`config.mk`:
```
export PLATFORM = sky130hd
export DESIGN_NAME = nxdn_voice_frame_assembler_unit
export DESIGN_NICKNAME = d
export VERILOG_FILES = /design/src/rtl/nvfa_pkg.sv /design/src/rtl/nxdn_voice_frame_assembler_unit.sv /design/src/rtl/nvfa_front.sv /design/src/rtl/nvfa_queue.sv /design/src/rtl/nvfa_back.sv
export VERILOG_INCLUDE_DIRS = /design/src /design/src/rtl
export SDC_FILE = /design/constraint.sdc
export NUM_CORES = 1
export LEC_CHECK = 0
export ABC_AREA = 0
export ABC_CLOCK_PERIOD_IN_PS = 10600
export BUFFER_PORTS_ARGS = -buffer_cell sky130_fd_sc_hd__buf_2
export CAP_MARGIN = 10
export CORE_MARGIN = 8
export CORE_UTILIZATION = 27
export DETAILED_ROUTE_END_ITERATION = 8
export GPL_TIMING_DRIVEN = 0
export SETUP_SLACK_MARGIN = 0.4
export SLEW_MARGIN = 40
export SYNTH_ARGS = -nofsm -noshare
export SYNTH_HDL_FRONTEND = slang
export SYNTH_HIERARCHICAL = 1
export SYNTH_SLANG_ARGS = --single-unit
```
`constraint.sdc`:
```
create_clock -name clk -period 10.6 [get_ports clk]
set_input_delay 0 -clock clk [delete_from_list [all_inputs] [get_ports clk]]
set_output_delay 0 -clock clk [all_outputs]
set_load 0.1 [all_outputs]
```
`src/rtl/nxdn_voice_frame_assembler_unit_macros.svh`:
```
// ----------------------------------------------------------------------------
// NXDN voice frame assembler - assertion macros
// Shared concurrent assertion forms, clocked on clk and disabled in reset.
// ----------------------------------------------------------------------------
`ifndef NXDN_VOICE_FRAME_ASSEMBLER_UNIT_MACROS_SVH
`define NXDN_VOICE_FRAME_ASSEMBLER_UNIT_MACROS_SVH

// same-cycle implication
`define NVFA_ASSERT_NOW(lbl, ante, cons, msg) \
    lbl: assert property (@(posedge clk) disable iff (!rst_n) (ante) |-> (cons)) \
        else $error(msg);

// next-cycle implication
`define NVFA_ASSERT_NEXT(lbl, ante, cons, msg) \
    lbl: assert property (@(posedge clk) disable iff (!rst_n) (ante) |=> (cons)) \
        else $error(msg);

`endif

```
`src/rtl/nvfa_pkg.sv`:
```
// ----------------------------------------------------------------------------
// NXDN voice frame assembler - package
// Frame layout constants, queue entry type and shared helper functions.
// ----------------------------------------------------------------------------
package nvfa_pkg;

    // frame geometry
    localparam int FRAME_LEN   = 43;
    localparam int FRAME_BITS  = FRAME_LEN * 8;
    localparam int VOICE_W     = 49;
    localparam int ID_W        = 16;
    localparam int HDR_W       = 112;
    localparam int PAYLOAD_W   = 224;
    localparam int QUEUE_DEPTH = 2;

    // configuration register indexes
    localparam int CFG_IDX_W = 2;
    localparam logic [CFG_IDX_W-1:0] REG_SOURCE_ID = 2'd0;
    localparam logic [CFG_IDX_W-1:0] REG_DEST_ID   = 2'd1;
    localparam logic [CFG_IDX_W-1:0] REG_VOICE_DEI = 2'd2;

    // fixed field values
    localparam logic [39:0] FRAME_TAG     = 40'h4E58_444E_44;   // "NXDND"
    localparam logic [7:0]  MSG_CALL      = 8'h01;
    localparam logic [7:0]  MSG_RELEASE   = 8'h08;
    localparam logic [7:0]  HDR_BYTE2     = 8'h20;
    localparam logic [7:0]  FLAG_CALL     = 8'h05;
    localparam logic [7:0]  FLAG_RELEASE  = 8'h09;
    localparam logic [7:0]  FLAG_VOICE    = 8'h01;
    localparam logic [7:0]  LICH_HEADER   = 8'h81;
    localparam logic [7:0]  LICH_VOICE    = 8'hAC;
    localparam logic [7:0]  SACCH_FIRST_HDR = 8'h01;
    localparam logic [5:0]  SACCH_FIRST_LOW = 6'h01;
    localparam logic [17:0] SACCH_IDLE    = 18'h04000;          // 0x10 0x00 0x00, top 18 bits
    localparam logic [5:0]  CRC_INIT      = 6'h3F;
    localparam logic [5:0]  CRC_POLY      = 6'h27;

    // voice bit reorder: output bit k takes input bit PERM49[k], bit 0 sent first
    localparam logic [5:0] PERM49 [VOICE_W] = '{
        6'd0,  6'd3,  6'd6,  6'd9,  6'd12, 6'd15, 6'd18, 6'd21, 6'd24, 6'd27,
        6'd30, 6'd33, 6'd36, 6'd39, 6'd41, 6'd43, 6'd45, 6'd47,
        6'd1,  6'd4,  6'd7,  6'd10, 6'd13, 6'd16, 6'd19, 6'd22, 6'd25, 6'd28,
        6'd31, 6'd34, 6'd37, 6'd40, 6'd42, 6'd44, 6'd46, 6'd48,
        6'd2,  6'd5,  6'd8,  6'd11, 6'd14, 6'd17, 6'd20, 6'd23, 6'd26, 6'd29,
        6'd32, 6'd35, 6'd38
    };

    // one classified request as handed from front to back
    typedef struct packed {
        logic                 hdr;
        logic                 eoc;
        logic [31:0]          sacch;
        logic [VOICE_W-1:0]   voice_a;
        logic [VOICE_W-1:0]   voice_b;
        logic [VOICE_W-1:0]   voice_c;
        logic [VOICE_W-1:0]   voice_d;
    } entry_t;

    // bit reorder of one voice frame (pure wiring)
    function automatic logic [VOICE_W-1:0] permute(input logic [VOICE_W-1:0] v);
        logic [VOICE_W-1:0] r;
        r = '0;
        for (int k = 0; k < VOICE_W; k++)
        begin
            r[VOICE_W-1-k] = v[VOICE_W-1-int'(PERM49[k])];
        end
        return r;
    endfunction

    // 14-byte layer-3 call header, byte 0 in the top bits
    function automatic logic [HDR_W-1:0] make_header(
        input logic [7:0]      msgtype,
        input logic [ID_W-1:0] src,
        input logic [ID_W-1:0] dst
    );
        return {msgtype, 8'h00, HDR_BYTE2, src, dst, 56'h0};
    endfunction

    // CRC-6 over up to eight message bits, MSB of data first
    function automatic logic [5:0] crc_step(
        input logic [5:0] crc_in,
        input logic [7:0] data,
        input logic [3:0] nbits
    );
        logic [5:0] c;
        logic       fb;
        c = crc_in;
        for (int i = 0; i < 8; i++)
        begin
            if (i < int'(nbits))
            begin
                fb = data[7-i] ^ c[5];
                c  = {c[4:0], 1'b0};
                if (fb)
                begin
                    c = c ^ CRC_POLY;
                end
            end
        end
        return c;
    endfunction

endpackage

```
`src/rtl/nxdn_voice_frame_assembler_unit.sv`:
```
// ----------------------------------------------------------------------------
// NXDN voice frame assembler - top level
// Turns each request of four voice frames into one 43-byte network frame.
// ----------------------------------------------------------------------------
// Each request (end_of_call plus four 49-bit voice frames) produces one
// 43-byte frame on the byte channel, last_byte marking byte 42. The byte
// channel carries one byte per cycle while out_ready is high, and frames
// follow each other with no gap while requests are queued and out_ready
// stays high. The front end captures a request and runs a 4-step CRC-6 on
// the SACCH, then hands entries to a QUEUE_DEPTH-entry queue, so new
// requests are taken while an earlier frame is still going out; sustained
// throughput is set by the byte-wide output.
// Configuration writes are taken in any cycle (cfg_ready is always high) and
// must only be made while no frame is in flight.
// ----------------------------------------------------------------------------
module nxdn_voice_frame_assembler_unit #(
    parameter int QUEUE_DEPTH = nvfa_pkg::QUEUE_DEPTH     // 2 or more
) (
    input  logic                             clk,
    input  logic                             rst_n,
    // configuration write channel
    input  logic                             cfg_valid,
    output logic                             cfg_ready,
    input  logic [nvfa_pkg::CFG_IDX_W-1:0]   cfg_index,
    input  logic [nvfa_pkg::ID_W-1:0]        cfg_data,
    // request channel
    input  logic                             in_valid,
    output logic                             in_ready,
    input  logic                             end_of_call,
    input  logic [nvfa_pkg::VOICE_W-1:0]     voice_a,
    input  logic [nvfa_pkg::VOICE_W-1:0]     voice_b,
    input  logic [nvfa_pkg::VOICE_W-1:0]     voice_c,
    input  logic [nvfa_pkg::VOICE_W-1:0]     voice_d,
    // byte channel
    output logic                             out_valid,
    input  logic                             out_ready,
    output logic [7:0]                       frame_byte,
    output logic                             last_byte
);

    localparam int ENTRY_W = $bits(nvfa_pkg::entry_t);

    logic [nvfa_pkg::ID_W-1:0] source_id_reg;
    logic [nvfa_pkg::ID_W-1:0] dest_id_reg;
    logic                      deint_reg;

    logic                 fq_valid, fq_ready;
    nvfa_pkg::entry_t     fq_data;
    logic                 qb_valid, qb_ready;
    logic [ENTRY_W-1:0]   qb_bits;
    nvfa_pkg::entry_t     qb_data;

    // configuration registers
    assign cfg_ready = 1'b1;

    always_ff @(posedge clk or negedge rst_n)
    begin
        if (!rst_n)
        begin
            source_id_reg <= '0;
            dest_id_reg   <= '0;
            deint_reg     <= 1'b0;
        end
        else if (cfg_valid && cfg_ready)
        begin
            unique case (cfg_index)
                nvfa_pkg::REG_SOURCE_ID: source_id_reg <= cfg_data;
                nvfa_pkg::REG_DEST_ID:   dest_id_reg   <= cfg_data;
                nvfa_pkg::REG_VOICE_DEI: deint_reg     <= cfg_data[0];
                default: ;
            endcase
        end
    end

    // request classification and SACCH build
    nvfa_front u_front (
        .clk                (clk),
        .rst_n              (rst_n),
        .source_id          (source_id_reg),
        .dest_id            (dest_id_reg),
        .voice_deinterleave (deint_reg),
        .in_valid           (in_valid),
        .in_ready           (in_ready),
        .end_of_call        (end_of_call),
        .voice_a            (voice_a),
        .voice_b            (voice_b),
        .voice_c            (voice_c),
        .voice_d            (voice_d),
        .q_valid            (fq_valid),
        .q_ready            (fq_ready),
        .q_data             (fq_data)
    );

    // decoupling queue
    nvfa_queue #(
        .WIDTH (ENTRY_W),
        .DEPTH (QUEUE_DEPTH)
    ) u_queue (
        .clk       (clk),
        .rst_n     (rst_n),
        .in_valid  (fq_valid),
        .in_ready  (fq_ready),
        .in_data   (fq_data),
        .out_valid (qb_valid),
        .out_ready (qb_ready),
        .out_data  (qb_bits)
    );

    assign qb_data = nvfa_pkg::entry_t'(qb_bits);

    // frame build and byte output
    nvfa_back u_back (
        .clk        (clk),
        .rst_n      (rst_n),
        .source_id  (source_id_reg),
        .dest_id    (dest_id_reg),
        .q_valid    (qb_valid),
        .q_ready    (qb_ready),
        .q_data     (qb_data),
        .out_valid  (out_valid),
        .out_ready  (out_ready),
        .frame_byte (frame_byte),
        .last_byte  (last_byte)
    );

endmodule

```
`src/rtl/nvfa_front.sv`:
```
// ----------------------------------------------------------------------------
// NXDN voice frame assembler - front end
// Accepts a request, classifies it as header or voice frame, tracks call
// state, builds the SACCH and runs its CRC-6, then pushes one queue entry.
// ----------------------------------------------------------------------------
module nvfa_front (
    input  logic                          clk,
    input  logic                          rst_n,
    // configuration
    input  logic [nvfa_pkg::ID_W-1:0]     source_id,
    input  logic [nvfa_pkg::ID_W-1:0]     dest_id,
    input  logic                          voice_deinterleave,
    // request channel
    input  logic                          in_valid,
    output logic                          in_ready,
    input  logic                          end_of_call,
    input  logic [nvfa_pkg::VOICE_W-1:0]  voice_a,
    input  logic [nvfa_pkg::VOICE_W-1:0]  voice_b,
    input  logic [nvfa_pkg::VOICE_W-1:0]  voice_c,
    input  logic [nvfa_pkg::VOICE_W-1:0]  voice_d,
    // queue side
    output logic                          q_valid,
    input  logic                          q_ready,
    output nvfa_pkg::entry_t              q_data
);

    localparam logic [1:0] STEP_LAST = 2'd3;

    logic       busy_reg, busy_next;
    logic       crc_done_reg, crc_done_next;
    logic [1:0] step_reg, step_next;
    logic       started_reg, started_next;
    logic [1:0] phase_reg, phase_next;

    logic [25:0] msg_reg;
    logic [5:0]  crc_reg;
    logic        hdr_reg;
    logic        eoc_reg;
    logic [nvfa_pkg::VOICE_W-1:0] va_reg, vb_reg, vc_reg, vd_reg;

    logic        accept;
    logic        push;
    logic        is_hdr;
    logic [nvfa_pkg::HDR_W-1:0] call_hdr;
    logic [17:0] hdr_slice;
    logic [7:0]  sacch_first;
    logic [17:0] sacch_data;
    logic [7:0]  crc_bits;
    logic [3:0]  crc_nbits;

    assign in_ready = !busy_reg;
    assign accept   = in_valid && in_ready;
    assign q_valid  = busy_reg && crc_done_reg;
    assign push     = q_valid && q_ready;

    // classification and SACCH contents for the incoming request
    assign is_hdr   = !started_reg || end_of_call;
    assign call_hdr = nvfa_pkg::make_header(nvfa_pkg::MSG_CALL, source_id, dest_id);

    always_comb
    begin
        unique case (phase_reg)
            2'd0: hdr_slice = call_hdr[111:94];
            2'd1: hdr_slice = call_hdr[93:76];
            2'd2: hdr_slice = call_hdr[75:58];
            2'd3: hdr_slice = call_hdr[57:40];
        endcase
    end

    assign sacch_first = is_hdr ? nvfa_pkg::SACCH_FIRST_HDR
                                : {~phase_reg, nvfa_pkg::SACCH_FIRST_LOW};
    assign sacch_data  = is_hdr ? nvfa_pkg::SACCH_IDLE : hdr_slice;

    // CRC bit group per step: 8, 8, 8, then the last 2
    always_comb
    begin
        unique case (step_reg)
            2'd0:
            begin
                crc_bits  = msg_reg[25:18];
                crc_nbits = 4'd8;
            end
            2'd1:
            begin
                crc_bits  = msg_reg[17:10];
                crc_nbits = 4'd8;
            end
            2'd2:
            begin
                crc_bits  = msg_reg[9:2];
                crc_nbits = 4'd8;
            end
            2'd3:
            begin
                crc_bits  = {msg_reg[1:0], 6'b0};
                crc_nbits = 4'd2;
            end
        endcase
    end

    // control next state
    always_comb
    begin
        busy_next     = busy_reg;
        crc_done_next = crc_done_reg;
        step_next     = step_reg;
        started_next  = started_reg;
        phase_next    = phase_reg;
        if (accept)
        begin
            busy_next     = 1'b1;
            crc_done_next = 1'b0;
            step_next     = 2'd0;
            if (end_of_call)
            begin
                started_next = 1'b0;
                phase_next   = 2'd0;
            end
            else
            begin
                started_next = 1'b1;
                phase_next   = phase_reg + 2'd1;
            end
        end
        else if (busy_reg && !crc_done_reg)
        begin
            step_next = step_reg + 2'd1;
            if (step_reg == STEP_LAST)
            begin
                crc_done_next = 1'b1;
            end
        end
        else if (push)
        begin
            busy_next     = 1'b0;
            crc_done_next = 1'b0;
        end
    end

    always_ff @(posedge clk or negedge rst_n)
    begin
        if (!rst_n)
        begin
            busy_reg     <= 1'b0;
            crc_done_reg <= 1'b0;
            step_reg     <= 2'd0;
            started_reg  <= 1'b0;
            phase_reg    <= 2'd0;
        end
        else
        begin
            busy_reg     <= busy_next;
            crc_done_reg <= crc_done_next;
            step_reg     <= step_next;
            started_reg  <= started_next;
            phase_reg    <= phase_next;
        end
    end

    // request capture and CRC datapath
    always_ff @(posedge clk)
    begin
        if (accept)
        begin
            msg_reg <= {sacch_first, sacch_data};
            crc_reg <= nvfa_pkg::CRC_INIT;
            hdr_reg <= is_hdr;
            eoc_reg <= end_of_call;
            va_reg  <= voice_deinterleave ? nvfa_pkg::permute(voice_a) : voice_a;
            vb_reg  <= voice_deinterleave ? nvfa_pkg::permute(voice_b) : voice_b;
            vc_reg  <= voice_deinterleave ? nvfa_pkg::permute(voice_c) : voice_c;
            vd_reg  <= voice_deinterleave ? nvfa_pkg::permute(voice_d) : voice_d;
        end
        else if (busy_reg && !crc_done_reg)
        begin
            crc_reg <= nvfa_pkg::crc_step(crc_reg, crc_bits, crc_nbits);
        end
    end

    assign q_data.hdr     = hdr_reg;
    assign q_data.eoc     = eoc_reg;
    assign q_data.sacch   = {msg_reg, crc_reg};
    assign q_data.voice_a = va_reg;
    assign q_data.voice_b = vb_reg;
    assign q_data.voice_c = vc_reg;
    assign q_data.voice_d = vd_reg;

endmodule

```
`src/rtl/nvfa_queue.sv`:
```
// ----------------------------------------------------------------------------
// NXDN voice frame assembler - entry queue
// Small register FIFO between front end and back end.
// ----------------------------------------------------------------------------
`include "nxdn_voice_frame_assembler_unit_macros.svh"

module nvfa_queue #(
    parameter int WIDTH = 8,
    parameter int DEPTH = 2     // 2 or more
) (
    input  logic             clk,
    input  logic             rst_n,
    input  logic             in_valid,
    output logic             in_ready,
    input  logic [WIDTH-1:0] in_data,
    output logic             out_valid,
    input  logic             out_ready,
    output logic [WIDTH-1:0] out_data
);

    localparam int PTR_W = $clog2(DEPTH);
    localparam int CNT_W = $clog2(DEPTH + 1);
    localparam logic [PTR_W-1:0] PTR_LAST = PTR_W'(DEPTH - 1);
    localparam logic [CNT_W-1:0] CNT_FULL = CNT_W'(DEPTH);

    logic [WIDTH-1:0] mem [DEPTH];
    logic [PTR_W-1:0] wr_ptr_reg, wr_ptr_next;
    logic [PTR_W-1:0] rd_ptr_reg, rd_ptr_next;
    logic [CNT_W-1:0] count_reg, count_next;
    logic             push;
    logic             pop;

    assign in_ready  = (count_reg != CNT_FULL);
    assign out_valid = (count_reg != '0);
    assign push      = in_valid && in_ready;
    assign pop       = out_valid && out_ready;
    assign out_data  = mem[rd_ptr_reg];

    // pointer and fill bookkeeping
    always_comb
    begin
        wr_ptr_next = wr_ptr_reg;
        rd_ptr_next = rd_ptr_reg;
        count_next  = count_reg;
        if (push)
        begin
            wr_ptr_next = (wr_ptr_reg == PTR_LAST) ? '0 : wr_ptr_reg + 1'b1;
        end
        if (pop)
        begin
            rd_ptr_next = (rd_ptr_reg == PTR_LAST) ? '0 : rd_ptr_reg + 1'b1;
        end
        if (push && !pop)
        begin
            count_next = count_reg + 1'b1;
        end
        else if (pop && !push)
        begin
            count_next = count_reg - 1'b1;
        end
    end

    always_ff @(posedge clk or negedge rst_n)
    begin
        if (!rst_n)
        begin
            wr_ptr_reg <= '0;
            rd_ptr_reg <= '0;
            count_reg  <= '0;
        end
        else
        begin
            wr_ptr_reg <= wr_ptr_next;
            rd_ptr_reg <= rd_ptr_next;
            count_reg  <= count_next;
        end
    end

    // storage
    always_ff @(posedge clk)
    begin
        if (push)
        begin
            mem[wr_ptr_reg] <= in_data;
        end
    end

    `NVFA_ASSERT_NOW(a_q_count_range, 1'b1, count_reg <= CNT_FULL, "queue count overflow")
    `NVFA_ASSERT_NEXT(a_q_count_up, push && !pop, count_reg == $past(count_reg) + 1'b1, "queue count did not rise on push")

endmodule

```
`src/rtl/nvfa_back.sv`:
```
// ----------------------------------------------------------------------------
// NXDN voice frame assembler - back end
// Builds the 43-byte frame from a queue entry and shifts it out, one byte
// per cycle unless out_ready stalls it, through a registered output stage.
// ----------------------------------------------------------------------------
`include "nxdn_voice_frame_assembler_unit_macros.svh"

module nvfa_back (
    input  logic                       clk,
    input  logic                       rst_n,
    // configuration
    input  logic [nvfa_pkg::ID_W-1:0]  source_id,
    input  logic [nvfa_pkg::ID_W-1:0]  dest_id,
    // queue side
    input  logic                       q_valid,
    output logic                       q_ready,
    input  nvfa_pkg::entry_t           q_data,
    // byte channel
    output logic                       out_valid,
    input  logic                       out_ready,
    output logic [7:0]                 frame_byte,
    output logic                       last_byte
);

    localparam int CNT_W = $clog2(nvfa_pkg::FRAME_LEN);
    localparam logic [CNT_W-1:0] LAST_IDX = CNT_W'(nvfa_pkg::FRAME_LEN - 1);

    logic             busy_reg, busy_next;
    logic [CNT_W-1:0] cnt_reg, cnt_next;
    logic             out_valid_reg, out_valid_next;
    logic [7:0]       out_byte_reg;
    logic             out_last_reg;
    logic [nvfa_pkg::FRAME_BITS-1:0] shift_reg;

    logic adv;
    logic emit;
    logic pop;
    logic at_last;

    logic [7:0]                       flag_byte;
    logic [7:0]                       lich_byte;
    logic [nvfa_pkg::HDR_W-1:0]       hdr_vec;
    logic [nvfa_pkg::PAYLOAD_W-1:0]   voice_payload;
    logic [nvfa_pkg::PAYLOAD_W-1:0]   payload;
    logic [nvfa_pkg::FRAME_BITS-1:0]  frame;

    assign adv     = !out_valid_reg || out_ready;
    assign emit    = busy_reg && adv;
    assign at_last = (cnt_reg == LAST_IDX);
    assign q_ready = !busy_reg || (adv && at_last);
    assign pop     = q_valid && q_ready;

    // frame assembly from the head entry
    assign flag_byte = q_data.hdr ? (q_data.eoc ? nvfa_pkg::FLAG_RELEASE : nvfa_pkg::FLAG_CALL)
                                  : nvfa_pkg::FLAG_VOICE;
    assign lich_byte = q_data.hdr ? nvfa_pkg::LICH_HEADER : nvfa_pkg::LICH_VOICE;
    assign hdr_vec   = nvfa_pkg::make_header(
                           q_data.eoc ? nvfa_pkg::MSG_RELEASE : nvfa_pkg::MSG_CALL,
                           source_id, dest_id);

    // voice frames at bits 120, 169, 232, 281; last bits repeated at 226 and 330
    assign voice_payload = {q_data.voice_a, q_data.voice_b, 8'h00, q_data.voice_b[0], 5'b0,
                            q_data.voice_c, q_data.voice_d, q_data.voice_d[0], 13'b0};
    assign payload       = q_data.hdr ? {hdr_vec, hdr_vec} : voice_payload;
    assign frame         = {nvfa_pkg::FRAME_TAG, source_id, dest_id, flag_byte, lich_byte,
                            q_data.sacch, payload};

    // sequencing
    always_comb
    begin
        busy_next      = busy_reg;
        cnt_next       = cnt_reg;
        out_valid_next = out_valid_reg;
        if (emit)
        begin
            out_valid_next = 1'b1;
            cnt_next       = cnt_reg + 1'b1;
            if (at_last)
            begin
                busy_next = 1'b0;
            end
        end
        else if (adv)
        begin
            out_valid_next = 1'b0;
        end
        if (pop)
        begin
            busy_next = 1'b1;
            cnt_next  = '0;
        end
    end

    always_ff @(posedge clk or negedge rst_n)
    begin
        if (!rst_n)
        begin
            busy_reg      <= 1'b0;
            cnt_reg       <= '0;
            out_valid_reg <= 1'b0;
        end
        else
        begin
            busy_reg      <= busy_next;
            cnt_reg       <= cnt_next;
            out_valid_reg <= out_valid_next;
        end
    end

    // byte shifter and output stage
    always_ff @(posedge clk)
    begin
        if (emit)
        begin
            out_byte_reg <= shift_reg[nvfa_pkg::FRAME_BITS-1 -: 8];
            out_last_reg <= at_last;
        end
        if (pop)
        begin
            shift_reg <= frame;
        end
        else if (emit)
        begin
            shift_reg <= {shift_reg[nvfa_pkg::FRAME_BITS-9:0], 8'h00};
        end
    end

    assign out_valid  = out_valid_reg;
    assign frame_byte = out_byte_reg;
    assign last_byte  = out_last_reg;

    `NVFA_ASSERT_NEXT(a_bk_load, pop, busy_reg && (cnt_reg == '0), "frame load did not restart count")
    `NVFA_ASSERT_NOW(a_bk_cnt, busy_reg, cnt_reg <= LAST_IDX, "byte count past frame end")
    `NVFA_ASSERT_NEXT(a_bk_done, emit && at_last && !pop, !busy_reg, "back end busy after final byte")

endmodule

```
=== After elaboration in Yosys (flattened, before gate mapping) ===
Memory sizes are Yosys's and may differ from the RTL's.
Cells that the tools add are included.

* Bits in registers: 635
* Memory bits (writable): 460
* Input bits: 220
* Output and inout port bits: 12
* Logic and storage cells: 176
* Memories kept: 1

* $add $sub $neg: 7
* Order comparisons: 8
* Eq/ne operators: 12
* Multiplexer cells: 67
* Bitwise operators: 17
* Reduce and logical (&&, ||, !) cells: 37

{| class="wikitable"
|+ Memory list
! memory !! words !! bits a word !! rd ports !! clocked after memory_dff !! wr ports !! line !! source
|-
| u_queue.mem || 2 || 230 || 1 || 0 || 1 || nvfa_queue.sv:26 || <nowiki>logic [WIDTH-1:0] mem [DEPTH];</nowiki>
|}

{| class="wikitable"
|+ Operators with widths
! operator !! count
|-
| 304-bit 2-to-1 mux || 2
|-
| 224-bit 2-to-1 mux || 1
|-
| 6-bit 2-to-1 mux || 33
|-
| 48-bit 2-to-1 mux || 4
|-
| 18-bit case mux with 4 select lines || 1
|-
| 4-bit inverter || 8
|-
| 8-bit case mux with 4 select lines || 1
|-
| 3-bit by 4-bit < comparator with 1-bit output (first input constant) || 4
|-
| 1-bit 2-to-1 mux || 16
|-
| 2-bit nonzero test || 7
|-
| 2-bit AND reduction || 6
|-
| 2-bit equality test (second input constant) || 5
|-
| 2-bit 2-to-1 mux || 5
|-
| 1-bit logical AND || 9
|-
| 1-bit by 4-bit < comparator with 1-bit output (first input constant) || 2
|-
| 2-bit by 4-bit < comparator with 1-bit output (first input constant) || 2
|-
| 4-bit 2-to-1 mux || 2
|-
| 8-bit 2-to-1 mux || 1
|-
| 4-bit case mux with 2 select lines || 1
|-
| 1-bit bitwise XOR || 8
|-
| 1-bit logical NOT || 7
|-
| 2-bit by 1-bit adder with 2-bit output (second input constant) || 3
|-
| 6-bit by 1-bit adder with 6-bit output (second input constant) || 1
|-
| 2-bit by 1-bit equality test with 1-bit output (second input constant) || 3
|-
| other kinds (11) || 16
|}

=== Logic depth before layout (Yosys ltp) ===
Gate-level depths: netlist of the first run.

* Depth in word-level cells: 40
* Gate-level depth with buffers: 11
* Gate-level depth less buffers: 10

=== Modules after synthesis ===
The synthesis of the first run kept the hierarchy.

{| class="wikitable"
|+ By module, submodules not included
! module !! instances !! cells an instance !! area each (um2) !! seq. area each (um2)
|-
| nvfa_queue || 1 || 734 || 17624.4 || 13913.3
|-
| nvfa_back || 1 || 1404 || 15233.4 || 9979.6
|-
| nvfa_front || 1 || 598 || 10242.3 || 6841.6
|-
| nxdn_voice_frame_assembler_unit || 1 || 73 || 1265.0 || 825.8
|}

=== Worst setup path after synthesis of the first run ===
No wires, ideal clock.

* Path kind: register to register
* Start: register u_queue.count_reg[0]
* End: memory u_queue/mem[0][0] (netlist bit), enable pin
* Setup time: 0.824 ns
* Arrival: 10.179 ns
* Data required time: 9.776 ns
* Slack: -0.403 ns
* Cell stages (with the launch flop): 4
* Path buffers: 0
* Clock period less this slack: 11.003 ns
* Path through: dfrtp_1 > nand2b_1 > nand2_1 > nor2_1

* Longest elaborated chain between the ends: 4

{| class="wikitable"
|+ RTL lines
! item !! line !! source
|-
| from (decl) || nvfa_queue.sv:29 || <nowiki>logic [CNT_W-1:0] count_reg, count_next;</nowiki>
|-
| from (signal assigned) || nvfa_queue.sv:75 || <nowiki>count_reg <= count_next;</nowiki>
|-
| 2-bit inequality test || nvfa_queue.sv:33 || <nowiki>assign in_ready = (count_reg != CNT_FULL);</nowiki>
|-
| via fq_ready || nxdn_voice_frame_assembler_unit.sv:47 || <nowiki>logic fq_valid, fq_ready;</nowiki>
|-
| 1-bit logical AND || nvfa_queue.sv:35 || <nowiki>assign push = in_valid && in_ready;</nowiki>
|-
| 1-bit 2-to-1 mux || nvfa_queue.sv:82 || <nowiki>if (push)</nowiki>
|-
| 1-bit 2-to-1 mux (implied by the code) || nvfa_queue.sv:84 || <nowiki>mem[wr_ptr_reg] <= in_data;</nowiki>
|-
| to (decl) || nvfa_queue.sv:26 ||
|}

The timed path passes the listed nets, and every way through them passes these cells.

=== Worst setup path after layout of the first run ===
* Start: register u_queue.rd_ptr_reg
* End: register u_back/shift_reg[166] (netlist bit), data pin

* Longest elaborated chain between the ends: 3

{| class="wikitable"
|+ RTL lines
! item !! line !! source
|-
| from (decl) || nvfa_queue.sv:28 || <nowiki>logic [PTR_W-1:0] rd_ptr_reg, rd_ptr_next;</nowiki>
|-
| from (signal assigned) || nvfa_queue.sv:74 || <nowiki>rd_ptr_reg <= rd_ptr_next;</nowiki>
|-
| memory read 2 x 230 bit || n/a ||
|-
| via qb_bits[229] || nxdn_voice_frame_assembler_unit.sv:50 || <nowiki>logic [ENTRY_W-1:0] qb_bits;</nowiki>
|-
| 224-bit 2-to-1 mux || nvfa_back.sv:64 || <nowiki>assign payload = q_data.hdr ? {hdr_vec, hdr_vec} : voice_payload;</nowiki>
|-
| 304-bit 2-to-1 mux || nvfa_back.sv:118 || <nowiki>if (pop)</nowiki>
|-
| to (signal assigned) || nvfa_back.sv:120 || <nowiki>shift_reg <= frame;</nowiki>
|-
| to (signal assigned) || nvfa_back.sv:124 || <nowiki>shift_reg <= {shift_reg[nvfa_pkg::FRAME_BITS-9:0], 8'h00};</nowiki>
|-
| to (decl) || nvfa_back.sv:33 || <nowiki>logic [nvfa_pkg::FRAME_BITS-1:0] shift_reg;</nowiki>
|}

The timed path passes the listed nets, and every way through them passes these cells.
A chain may end at the register's enable or synchronous reset.

==> tab_implementation.tex, run 1 <==
\begin{tabular}{lr}
\hline
Metric & Value \\
\hline
\multicolumn{2}{l}{\textbf{Outcome}} \\
Outcome & complete, no violations \\
\multicolumn{2}{l}{\textbf{Pwr}} \\
Switching component of the power & 3.732 mW \\
Switching share of power & 28.75\% \\
VDD IR-drop max & 0.2550 mV \\
Internal Dissipation & 9.250 mW \\
Total Power Consumption & 12.98 mW \\
Fraction of power consumed by the clock network & 28.5\% \\
Sequential Power Share & 44.5\% \\
Leakage power & 20.81 nW \\
Pwr Density & 233.7 mW/mm² \\
Share of total power in combinational logic & 27.0\% \\
\multicolumn{2}{l}{\textbf{Setup path}} \\
Cell-by-cell listing of the critical path & buf\_6 > buf\_2 > mux2\_2 > clkbuf\_1 > clkbuf\_1 > clkbuf\_1 > nand3b\_1 > nand2\_1 \\
Cell repeated most along the worst path & clkbuf\_1 \\
Worst Path Required & 11.05 ns \\
Flop-to-flop setup slack & 7.10 ns \\
Setup CP Type & reg -> reg \\
Critical path's slowest cell & clkbuf\_1 \\
Critical path startpoint category & register \\
Critical path data arrival time & 3.95 ns \\
CP peak stage delay & 0.69 ns \\
Top fanout value on the critical path & 10 \\
Worst setup EP type & register \\
\multicolumn{2}{l}{\textbf{STA}} \\
Worst rel slew slack & 40.21\% \\
Setup total negative slack & 0 ns \\
Measured slew at the worst slew-check pin & 0.8969 ns \\
Max frequency & 285.9 MHz \\
Post-route worst setup slack & 7.103 ns \\
Pins over their slew limit & 0 \\
RSZ-0062 raised after global routing & false \\
Setup Skew & 0.1079 ns \\
Crit path time final & 3.497 ns \\
Final-report setup violation count & 0 \\
Fin Hold WS & 0.07491 ns \\
Final hold violation count & 0 \\
Portion of the clock cycle consumed by the worst path in the final layout & 32.99\% \\
\multicolumn{2}{l}{\textbf{Synthesis}} \\
Mapped cell area & 0.04437 mm² \\
Share of synthesized flip-flops with an asynchronous set or reset & 4.837\% \\
Cell count after synthesis & 2809 \\
Register bit count reported by yosys & 1075 \\
Dominant register cell in the synthesized netlist & edfxtp\_1 \\
Post-synthesis cell type count & 63 \\
Ys Warns & 6 \\
EDFF count, synth & 977 \\
Synthesized area divided by synthesized cell count & 15.79 µm² \\
Seq/Total Area, Yosys & 71.14\% \\
\multicolumn{2}{l}{\textbf{Cells and area}} \\
Largest register FFs & 460 \\
Final Net Count & 3718 \\
Layout cell share with drive strength beyond 1 & 27.72\% \\
Commonest non-fill, non-tap cells in the layout & 977 x edfxtp\_1, 597 x nand2\_1, 296 x dlygate4sd3\_1, 278 x buf\_2, 265 x mux2\_2 \\
Post-synthesis to final-layout area growth & 25.24\% \\
Count of non-filler cells in the finished layout & 5764 \\
Most common library cell in the layout ignoring fill and taps & edfxtp\_1 \\
\multicolumn{2}{l}{\textbf{Floorplanning}} \\
I/O pin count & 232 \\
Chip width & 421.4 µm \\
Chip Height & 421.4 µm \\
Core Rows & 148 \\
Die footprint & 0.1775 mm² \\
Effective utilization at floorplan & 27.23\% \\
Core region area & 0.1630 mm² \\
\multicolumn{2}{l}{\textbf{GRT}} \\
Vias in the first global route & 26060 \\
Grt ovf & 0 \\
Total track usage & 12.64\% \\
Global-route wire length before repair & 170600 µm \\
Largest net degree at the start of global routing & 61 \\
Number of antenna violations at the first check in global routing & 18 \\
\multicolumn{2}{l}{\textbf{Placement}} \\
Worst slack at placement & 7.197 ns \\
Placed Cells incl. Taps & 5255 \\
Routability Congestion & 0.8419 \\
Count of port buffers added during placement & 230 \\
HPWL after DPL & 83590 µm \\
\multicolumn{2}{l}{\textbf{Clocking}} \\
Buffer count from post-CTS setup fixing & 0 \\
Clock sink total & 1075 \\
Number of buffers created by CTS & 108 \\
H-tree levels & 3 \\
Clock root buffer master & clkbuf\_16 \\
Longest Clk Path Bufs & 3 \\
Worst-path clk slew & 0.06 ns \\
CTS tree & built \\
Number of cells upsized or downsized after cts & 0 \\
Worst-skew pair later-pin latency & 0.75 ns \\
\multicolumn{2}{l}{\textbf{Routing}} \\
Number of DRC violations after detailed routing & 0 \\
Vias & 25280 \\
Via density per instance & 4.386 \\
Average detailed-routed wire length per instance & 20.28 µm \\
Iteration-0 DRC Markers & 2114 \\
Detailed-route wire length & 116900 µm \\
ANT nets after route & 0 \\
Number of iterations in the first detailed-routing pass & 5 \\
\multicolumn{2}{l}{\textbf{Hold path}} \\
Path class of the lowest-slack min-delay path & in -> reg \\
\multicolumn{2}{l}{\textbf{Flow run}} \\
Count of maximum capacitance violations & 0 \\
\hline
\end{tabular}
worst paths after layout:
check / cells after the start / startpoint / endpoint
setup reg to reg: 8 / u_queue/rd_ptr_reg / u_back/shift_reg[166]
max in group asynchronous: 4 / rst_n / source_id_reg[0]
setup / recovery: 8 / u_queue/rd_ptr_reg / u_back/shift_reg[166]
min in group asynchronous: 3 / rst_n / dest_id_reg[8]
hold / removal: 2 / voice_c[48] / u_front/vc_reg[48]
hold reg to reg: 0 / u_front/vc_reg[32] / u_queue/mem[0][81]
power by group through the flow:
stage	clock network (mW)	registers [mW]	logic, mW
after floorplan	0	5.87	2.40
after global placement	0	6.07	3.19
after detailed placement	0	5.86	3.39
after CTS	3.80	5.78	3.54
after global routing	3.96	5.83	3.75
final	3.70	5.77	3.50
cells in the mapped netlist (all sizes together) (4+ instances only):
master | instances | area share (%)
nand2 | 598 | 5.1
nand3b | 119 | 2.0
and2 | 32 | 0.45
a21o | 5 | 0.085
a221oi | 4 | 0.079
nand2b | 12 | 0.17
xor2 | 8 | 0.16
o21ai | 83 | 0.94
xnor2 | 27 | 0.62
or3 | 4 | 0.056
dfxtp | 46 | 2.1
inv | 11 | 0.093
ha | 11 | 0.31
a21oi | 34 | 0.38
o22ai | 5 | 0.071
nor2 | 19 | 0.18
edfxtp | 977 | 66
dfrtp | 52 | 2.9
a22oi | 5 | 0.12
clkbuf | 75 | 0.63
buf | 86 | 1.5
a22o | 17 | 0.34
mux2 | 455 | 13
nand3 | 19 | 0.21
mux2i | 68 | 1.5
layer usage:
layer  vias to the layer above  global-route usage (%)  share of wire, %
li1                      11690                       -                 -
met1                     12670                   14.84                40
met2                       692                   22.83                52
met3                       220                   2.145               4.6
met4                         2                   5.152               4.0
met5                         -                       0             0.011
metrics by stage:
step	instance area, µm²	util (%)
after floorplan	44380	-
after global placement	48260	29.61
after detailed placement	49070	30.11
after CTS	55540	34.08
after global routing	55560	34.09
final	55560	34.10
critical path: cells and delay by family (launching register included):
kind	cells	cell delay, ns
buf+inv	5	2.33
flops	1	0.34
mux	1	0.22
simple gates	2	0.28
kinds of logic (layout without fill, tap and decap cells):
group,Yosys count,count (layout),share of synthesized area (%)
other cells,3,17,0.02538
fa+ha+maj,11,11,0.3102
simple gates,817,817,8.385
buf+inv,174,940,2.222
mux,523,523,14.69
compound gates,169,169,2.349
xor+xnor,37,37,0.8799
flops,1075,1075,71.14
area by class of cell:
type	count	area, µm²
Antenna cell	10	25.02
Tap cell	2175	2721
Buffer	161	949.7
Clock inverter	55	560.5
Clock buffer	147	2922
Multi-Input combinational cell	1564	11850
Inverter	13	56.30
Sequential cell	1075	31560
Timing Repair Buffer	564	4915
Fill cell	15710	107400
what timing repair did:
action                                 4_1_cts  5_1_grt
hold buffers                               297        0
setup endpoints to repair                    0        0
endpoints found under the hold margin      298        0
Note: power is estimated with default switching activity, not from simulation.
==> inputs of run 2 (changes only) <==
- ABC_AREA: 0 -> 1
- ABC_CLOCK_PERIOD_IN_PS: 10600 -> 3200
- clock period: 10.6 -> 3.2 ns (I/O delays scaled with it)
==> run 2 against run 1 <==
Effect of this change: the run now ends with negative setup slack left; worst setup slack worse by 7.7 ns; non-clock buffer count grew 47; global-route usage rose by 1.9 points; clock-buffer cell count is 25 lower; largest power group unchanged.
==> tab_implementation.tex, run 2 <==
\begin{tabular}{lr}
\hline
Metric & Value \\
\hline
\multicolumn{2}{l}{\textbf{Pwr}} \\
Internal Dissipation & 30.41 mW \\
Share of total power in combinational logic & 28.0\% \\
Switching share of power & 32.75\% \\
Sequential Power Share & 43.9\% \\
Total Power Consumption & 45.22 mW \\
Fraction of power consumed by the clock network & 28.1\% \\
Leakage power & 22.51 nW \\
Switching component of the power & 14.81 mW \\
VDD IR-drop max & 0.5677 mV \\
Pwr Density & 810.4 mW/mm² \\
\multicolumn{2}{l}{\textbf{GRT}} \\
Global-route wire length before repair & 193100 µm \\
Grt ovf & 0 \\
Number of antenna violations at the first check in global routing & 19 \\
Largest net degree at the start of global routing & 82 \\
Total track usage & 14.57\% \\
Vias in the first global route & 30520 \\
\multicolumn{2}{l}{\textbf{Synthesis}} \\
Multiplexer area fraction after synthesis & 0.6136\% \\
Post-Synth Adder-Cell Area & 0.3125\% \\
Ys Warns & 6 \\
EDFF count, synth & 977 \\
Largest family of logic cells by synthesized area & simple AND/OR/NAND/NOR gates \\
Mapped cell area & 0.04404 mm² \\
Post-synthesis cell type count & 37 \\
Synthesized area divided by synthesized cell count & 11.28 µm² \\
Compound-cell area share of the yosys netlist & 5.761\% \\
Register bit count reported by yosys & 1075 \\
Most common library cells after synthesis & 1595 x nand2\_1, 977 x edfxtp\_1, 200 x inv\_1, 191 x a21oi\_1, 173 x o21ai\_1 \\
Seq/Total Area, Yosys & 71.66\% \\
Most instantiated library cell after synthesis & nand2\_1 \\
Synth area leaders & edfxtp\_1 67\%, nand2\_1 14\%, dfrtp\_1 3.0\%, a21oi\_1 2.2\%, dfxtp\_1 2.1\% \\
Dominant register cell in the synthesized netlist & edfxtp\_1 \\
Cell count after synthesis & 3904 \\
Share of the synthesized area in the top cell type & 66.61\% \\
Xor/xnor cell area share of the yosys netlist & 0.2187\% \\
Share of synthesized flip-flops with an asynchronous set or reset & 4.837\% \\
Post-Synth Simple-Gate Area & 16.69\% \\
Synth area leader & edfxtp\_1 \\
\multicolumn{2}{l}{\textbf{Clocking}} \\
Longest Clk Path Bufs & 3 \\
Number of buffers created by CTS & 104 \\
H-tree levels & 3 \\
Clock sink total & 1075 \\
Worst-skew pair later-pin latency & 0.72 ns \\
Worst-path clk slew & 0.07 ns \\
Clock root buffer master & clkbuf\_16 \\
CTS tree & built \\
\multicolumn{2}{l}{\textbf{Cells and area}} \\
Layout cell share with drive strength beyond 1 & 16.12\% \\
Post-synthesis to final-layout area growth & 26.69\% \\
Largest register FFs & 460 \\
Multi-input gate area & 0.01073 mm² \\
Final non-filler cell area & 0.05580 mm² \\
Most common library cell in the layout ignoring fill and taps & nand2\_1 \\
Register area & 0.03156 mm² \\
Number of inserted filler cells in the final layout & 15820 \\
Commonest non-fill, non-tap cells in the layout & 1580 x nand2\_1, 977 x edfxtp\_1, 304 x buf\_2, 255 x dlygate4sd3\_1, 194 x inv\_1 \\
Count of non-filler cells in the finished layout & 6841 \\
Final Net Count & 4802 \\
\multicolumn{2}{l}{\textbf{STA}} \\
Post-route worst setup slack & -0.5540 ns \\
Worst rel slew slack & 45.54\% \\
Max frequency & 266.4 MHz \\
Setup Skew & 0.04152 ns \\
Crit path time final & 3.754 ns \\
Final hold violation count & 0 \\
Pins over their slew limit & 0 \\
Portion of the clock cycle consumed by the worst path in the final layout & 117.3\% \\
Final-report setup violation count & 6 \\
Measured slew at the worst slew-check pin & 0.8169 ns \\
RSZ-0062 raised after global routing & true \\
\multicolumn{2}{l}{\textbf{Routing}} \\
Number of DRC violations after detailed routing & 0 \\
Via density per instance & 4.512 \\
Iteration-0 DRC Markers & 2844 \\
Number of iterations in the first detailed-routing pass & 6 \\
Vias & 30870 \\
Detailed-route wire length & 133400 µm \\
Average detailed-routed wire length per instance & 19.50 µm \\
ANT nets after route & 0 \\
\multicolumn{2}{l}{\textbf{Floorplanning}} \\
Core Rows & 148 \\
Chip width & 419.9 µm \\
Core region area & 0.1624 mm² \\
I/O pin count & 232 \\
Die footprint & 0.1763 mm² \\
Chip Height & 419.9 µm \\
Effective utilization at floorplan & 27.12\% \\
\multicolumn{2}{l}{\textbf{Placement}} \\
HPWL after DPL & 95830 µm \\
Count of port buffers added during placement & 228 \\
Worst slack at placement & -0.6076 ns \\
Placed Cells incl. Taps & 6368 \\
Routability Congestion & 0.9436 \\
Placed inst area & 0.04922 mm² \\
\multicolumn{2}{l}{\textbf{Setup path}} \\
Worst Path Required & 3.82 ns \\
Setup CP Type & reg -> reg \\
Critical path startpoint category & register \\
Worst setup EP type & register \\
Critical path data arrival time & 4.37 ns \\
Critical path's slowest cell & dfrtp\_2 \\
CP peak stage delay & 0.45 ns \\
Top fanout value on the critical path & 8 \\
Cell repeated most along the worst path & nand2\_4 \\
\multicolumn{2}{l}{\textbf{Outcome}} \\
Violated checks & negative setup slack \\
Outcome & finished, violations left \\
\multicolumn{2}{l}{\textbf{Flow run}} \\
Count of maximum capacitance violations & 0 \\
\multicolumn{2}{l}{\textbf{Hold path}} \\
Path class of the lowest-slack min-delay path & in -> reg \\
\hline
\end{tabular}
## run 2: power groups by stage
| stage | Combinational [mW] | Clock, mW | Sequential, mW |
|---|---|---|---|
| floorplan | 7.02 | 0 | 20.1 |
| global placement | 10.2 | 0 | 20.6 |
| detailed placement | 11.1 | 0 | 20.1 |
| CTS | 12.1 | 13.0 | 19.8 |
| global route | 13.8 | 13.5 | 20.1 |
| finish | 12.7 | 12.7 | 19.8 |
## run 2: cell type report
cell class / instances / share of cell area (%)
Timing Repair Buffer: 557 / 9.057
Clock buffer: 122 / 4.803
Buffer: 215 / 2.462
Antenna cell: 7 / 0.03139
Multi-Input combinational cell: 2413 / 19.23
Inverter: 205 / 1.415
Sequential cell: 1075 / 56.56
Clock inverter: 72 / 1.565
Tap cell: 2175 / 4.877
## run 2: worst max-delay path: cells and delay by family, from the launching register on
| family | cells | cell delay (ns) |
|---|---|---|
| buf+inv | 3 | 0.26 |
| fa+ha+maj | 1 | 0.15 |
| simple gates | 31 | 2.77 |
| flops | 1 | 0.45 |
## run 2: what timing repair did
item / in CTS / in global routing
gates resized for setup: 51 / 40
setup endpoints to repair: 125 / 75
endpoints found under the hold margin: 295 / 0
setup buffers: 10 / 6
pin swaps: 5 / 20
hold buffers: 256 / 0
## run 2: final timing paths
| path | start | endpoint | slack [ns] | cells after the start |
|---|---|---|---|---|
| worst max-delay path | u_front/step_reg[1] | u_front/crc_reg[5] | -0.55 | 35 |
| worst min-delay path | voice_c[48] | u_front/vc_reg[48] | 0.10 | 2 |
| worst max register to register | u_front/step_reg[1] | u_front/crc_reg[5] | -0.55 | 35 |
| worst min register to register | u_front/va_reg[16] | u_queue/mem[0][163] | 0.42 | 0 |
| max in group asynchronous | rst_n | u_front/step_reg[1] | 2.34 | 4 |
| min in group asynchronous | rst_n | u_queue/rd_ptr_reg | 0.42 | 4 |
## run 2: cell families (layout without fill, tap and decap cells)
logic type	Yosys count	after routing
and+or+nand+nor	1864	1864
DFF	1075	1075
AOI/OAI and AO/OA	496	496
buffers and inverters	420	1171
muxes	24	24
adders and majority gates	11	11
xor gates and xnor gates	11	11
other	3	14
## run 2: stage by stage
step           setup TNS (ns)  hold slack (ns)  utilization, %
3_5_place_dp           -4.574         -0.08149           30.31
2_1_floorplan        -2035.74          -0.2956               -
3_3_place_gp         -4626.48           0.1819           29.53
6_report               -2.857           0.1025           34.36
5_1_grt                -4.696          0.07194           34.35
4_1_cts                -2.186          0.04646           34.24
## run 2: metal layers
layer	global-route usage [%]	part of all wire, %
met1	17.53	38
met2	25.19	49
met4	8.127	6.1
met3	1.873	6.3
met5	0	0
